### src/hw/rtl/dlp_ram.sv
// ----------------------------------------------------------------------------
// Generic single-port-write RAM
// One write port and one read port, read data registered on read enable.
// ----------------------------------------------------------------------------
module dlp_ram #(
   parameter int DATA_WIDTH = 32,
   parameter int DEPTH      = 128
) (
   input  logic                     clock,
   input  logic                     wr_en,
   input  logic [$clog2(DEPTH)-1:0] wr_addr,
   input  logic [DATA_WIDTH-1:0]    wr_data,
   input  logic                     rd_en,
   input  logic [$clog2(DEPTH)-1:0] rd_addr,
   output logic [DATA_WIDTH-1:0]    rd_data
);

   logic [DATA_WIDTH-1:0] mem_ff [DEPTH];
   logic [DATA_WIDTH-1:0] rd_data_ff;

   always_ff @(posedge clock) begin
      if (wr_en) begin
         mem_ff[wr_addr] <= wr_data;
      end
      if (rd_en) begin
         rd_data_ff <= mem_ff[rd_addr];
      end
   end

   assign rd_data = rd_data_ff;

endmodule

### config.mk
export PLATFORM = sky130hd
export DESIGN_NAME = dlp_ram
export DESIGN_NICKNAME = d
export VERILOG_FILES = /design/src/hw/rtl/dlp_ram.sv
export SDC_FILE = /design/constraint.sdc
export NUM_CORES = 2
export LEC_CHECK = 0
export BUFFER_PORTS_ARGS = -buffer_cell sky130_fd_sc_hd__buf_2
export CORE_MARGIN = 2
export CORE_UTILIZATION = 57
export DETAILED_ROUTE_END_ITERATION = 7
export GPL_ROUTABILITY_DRIVEN = 0
export PLACE_DENSITY_LB_ADDON = 0.12
export SLEW_MARGIN = 10
export SYNTH_ARGS = -nofsm -noshare
export SYNTH_HDL_FRONTEND = slang
export SYNTH_SLANG_ARGS = --single-unit
### constraint.sdc
create_clock -name clock -period 4.8 [get_ports clock]
set_clock_uncertainty 0.2 [all_clocks]
set_input_delay 1.2 -clock clock [delete_from_list [all_inputs] [get_ports clock]]
set_output_delay 1.2 -clock clock [all_outputs]
set_load 0.01 [all_outputs]
# Word level (Yosys, flattened, before mapping)
# Memory sizes are Yosys's and may differ from the RTL's. A register that Yosys moved wholly into a read port is not among the register bits.
# Cells that the tools add are included.
# Widths: inputs -> output; s select.
# op_classes
muxes	2
# op_table
operator	count
$mux 1	2
# word_totals
regBits	0
ram_bits	4096
input_bits	49
output_inout_bits	32
n_memories	1
# mem_list
name	depth	width	read_ports	rd_clocked_by_memory_dff	write_ports	line	text
mem_ff	128	32	1	1	1	18	logic [DATA_WIDTH-1:0] mem_ff [DEPTH];

# Depth between registers and ports, before layout
# logic_depth
depth_word	2
depth_mapped	8
mapped_depth_nobuf	4

# Worst setup path before layout
# OpenSTA, ideal clock, no wires.
# synth_timing
path_type	in2reg
from	input port wr_en
to	memory mem_ff[98][0], enable pin
setup_ns	0.461
t_arrival_ns	3.978
required_ns	4.139
setup_slack_ns	0.161
stages	3
n_path_buf	1
cell_sequence	clkbuf_1 > nand4_1 > nor3_1
# synth_via
elab_chain_cells	2
# synth_lines
item	line	text
from (decl)	10	input logic wr_en,
$mux 1	22	if (wr_en) begin
$mux 1 (not written as such)	23	mem_ff[wr_addr] <= wr_data;
to (decl)	18	
# Every way passes these cells.

==> summary by stage <==
Clocking
The H-tree was split into 5 levels. TritonCTS built the clock tree. The number of CTS-inserted buffers is 406. CTS saw 4128 sinks. At the later pin of the worst-skew pair, clock insertion delay measures 0.96 ns. The post-CTS setup-driven buffer insertion count is 0. No sink is reached through more buffers than the 4 on the longest clock path. Clock tree synthesis selected as its root buffer the cell clkbuf_16. In this run, post-CTS hold repair placed 0 buffers.

The clock transition at the registers of the reported paths is 0.06 ns. After clock tree synthesis, the repair step resized 0 gates.

Yosys
Of all cell types, the one taking the most synthesized area is edfxtp_1. Counting instances in the post-synthesis netlist gives the leading cell types as 4128 x edfxtp_1, 1344 x mux4_2, 182 x clkbuf_1. After synthesis, the mean cell area works out to 26.1 um^2. After synthesis, the share of flip-flops with an asynchronous set or reset is 0%.

The most common cell in the synthesized netlist is edfxtp_1. The synthesized design devotes to its leading area cell type 79.2% of total area. The synthesized netlist net count is 6039.

The gate count of the mapped netlist is 5990. The synthesis warning total is 0. The sequential element share of the synthesized area is 79.2%. The mapped netlist covers 0.157 mm^2. The most used flip-flop cell after synthesis is edfxtp_1. The number of flops mapped to enable cells by yosys is 4128. In the post-synthesis netlist, the biggest area contributors are edfxtp_1 79%, mux4_2 19%, clkbuf_1 0.44%.

Counting flops and latches in the post-synthesis netlist gives 4128. The netlist uses 16 different library cells.

Critical path
Tracing the worst setup path back leads to its startpoint at rd_addr[0]. The kind of cell with the highest combined delay along the critical path is multiplexers. The longest individual stage delay on the worst path is 0.64 ns. The startpoint of the lowest-slack register-to-register path is mem_ff[63][15]. The category of the worst setup path launch point is an input port. The cell depth of the worst flop-to-flop path is 4. The cell type of the slowest stage on the worst timing path is mux4_2. Counting both buffers and inverters, the worst setup path holds a total of 4. At the worst endpoint, the required time is 5.28 ns. Traced cell by cell, the critical path runs through buf_12 > buf_12 > buf_12 > buf_4 > mux4_2 > mux4_2 > mux4_2 > mux2_2. In this run the worst path has a maximum fanout of 29. The register-to-register setup slack is 1.81 ns. The critical path depth is 8. Data on the critical path arrives at its endpoint at 4.31 ns. The type of the worst setup path is in -> reg.

The worst setup path is captured at a flip-flop. The critical path endpoint is rd_data[16]. The endpoint of the worst register-to-register path is rd_data[15].

Detailed routing
The routed wire length per instance is 38.0 um. Detailed routing inserted a total of 71700 vias. The routed design has 399000 um of wire. After detailed routing, the number of remaining DRC violations is 0. The detailed router finished its first iteration with 11300 violations. Using the TritonRoute via totals, the vias-per-cell ratio works out to 6.82. The number of nets with antenna violations after routing is 0.

The length of the first detailed-routing pass in iterations is 5.

Cells and area
The area growth from synthesis to layout is 14.9%. The net total in the final layout is 6621. The share of cells above drive strength 1 is 37.3%.

Summing all flip-flop and latch instances after layout gives 0.124 mm^2. The combined area of the multi-input logic cells is 0.0323 mm^2. The total of fill cells in the finished design is 17100.

GRT
The initial antenna violation count is 48. The first global-routing pass estimated 558000 um of wire. The total routing usage reported by global routing is 29.0%.

Entering global routing, the biggest net connects 129 pins. Summed over all layers, the global routing overflow is 0. The via count of the first global-routing pass is 71200.

Timing
The slack of the critical path is 0.971 ns. The worst pin sits at a relative slew slack of 16.3%. The shortest period the worst path allows is 3.83 ns. The final number of hold-violating endpoints is 0. Setup violations remaining at the end of the flow were counted as 0. The final count of pins violating max slew is 0. Static timing analysis puts the maximum clock frequency at 261 MHz. The actual transition at the worst max-transition pin is 1.26 ns. The final critical path takes up 79.8% of the cycle. Setup repair after global routing left no endpoint under its margin.

Floorplanning
The floorplan has 192 rows. The initial utilization of the core area, before any placement, comes to 57.3%. The overall die height is 528 um.

In this run the count of I/O pins placed on the die edge is 81. The floorplan step defined a die boundary enclosing 0.279 mm^2. The die span in x is 528 um. After floorplanning, the core was sized to cover 0.273 mm^2.

Power and ir drop
The static leakage is 55.4 nW. The ratio of total power to cell area is 418 mW/mm^2. The overall power consumption is 75.2 mW. IR analysis of the VDD net gives a maximum drop of 0.336 mV.

Placement
The number of buffers inserted by port buffering is 80. The final HPWL from detailed placement is 221000 um. The post-placement setup slack is 0.00864 ns.

Worst hold path
The cell depth of the worst min-delay path is 1. The worst hold path belongs to the class in -> reg.

Run
The number of max-capacitance violations reported is 0.

Run status
The flow ran to the end, and the final reports show no timing, DRC or antenna violations.
-- worst min path at each step --
stage	from	to	slack (ns)
after floorplan	mem_ff[36][0]	rd_data[0]	0.95
after global placement	mem_ff[10][22]	rd_data[22]	0.98
after detailed placement	mem_ff[94][21]	rd_data[21]	1.00
after CTS	wr_data[10]	mem_ff[7][10]	0.48
after global routing	wr_data[10]	mem_ff[0][10]	0.51
final	wr_data[10]	mem_ff[0][10]	0.53
-- layout make-up --
type / instances / share of cell area (%)
flip-flops and latches: 4128 / 68.9
multi-input cells: 1546 / 18.0
clock buffers: 490 / 5.92
repair buffers: 490 / 3.34
well taps: 3589 / 2.50
clock inverters: 254 / 1.35
diodes: 16 / 0.0223
-- sequential cells by signal, indices dropped and copies added (netlist names) --
register and count:
rd_data 32, mem_ff 4096
-- placed cells by master (no fill, tap or decap) --
master | Yosys | routed
buf_12 | 0 | 192
buf_2 | 79 | 42
buf_4 | 3 | 252
buf_6 | 2 | 1
buf_8 | 0 | 3
bufinv_16 | 0 | 40
clkbuf_1 | 182 | 76
clkbuf_16 | 0 | 414
clkinv_1 | 0 | 92
clkinv_16 | 0 | 4
clkinv_2 | 0 | 82
clkinv_4 | 0 | 2
clkinv_8 | 0 | 4
clkinvlp_4 | 0 | 17
diode_2 | 0 | 16
edfxtp_1 | 4128 | 4128
inv_16 | 0 | 2
inv_6 | 0 | 11
mux2_2 | 32 | 32
mux4_2 | 1344 | 1344
nand2_1 | 14 | 11
nand2_2 | 0 | 3
nand2b_1 | 2 | 2
nand3_1 | 12 | 8
nand3_2 | 0 | 4
nand4_1 | 3 | 3
nor2_1 | 122 | 3
nor2_4 | 0 | 119
nor2b_1 | 7 | 7
nor3_2 | 0 | 9
or3_1 | 1 | 1
-- kinds of logic after synthesis --
group         Yosys count  synth area share [%]
flops                4128                  79.2
buf+inv               316                 0.837
simple gates          170                 0.445
mux                  1376                  19.6
-- metrics by stage --
step	utilization [%]	hold slack (ns)	area, um^2	setup TNS (ns)	instances
after detailed placement	61.0	1.00	167000	0	9752
final	65.8	0.532	180000	0	10500
after floorplan	-	0.949	157000	0	5990
after global routing	65.8	0.509	180000	0	10500
after global placement	61.0	0.984	167000	-0.00805	9752
after CTS	65.8	0.475	180000	0	10500
-- metal layers --
metal,global-route usage (%),vias to the layer above,routed length [um]
li1,-,27600,-
met1,43.8,39500,156000
met2,44.9,4041,191000
met3,5.18,516,41700
met4,7.36,14,10400
met5,0,-,101
-- where the power goes --
| part | internal [mW] | total, mW | switching, mW | leakage [nW] |
|---|---|---|---|---|
| sequential | 39.8 | 39.9 | 0.0816 | 37.1 |
| clock | 18.0 | 31.3 | 13.4 | 6.38 |
| combinational | 1.58 | 3.97 | 2.39 | 11.9 |
-- worst reg2reg max path, cell delays in order, from the launching register on --
cell and delay [ns]:
edfxtp_1 0.39, mux4_2 0.50, mux4_2 0.63, mux4_2 0.68, mux2_2 0.33
(Power assumes the default switching activity.)
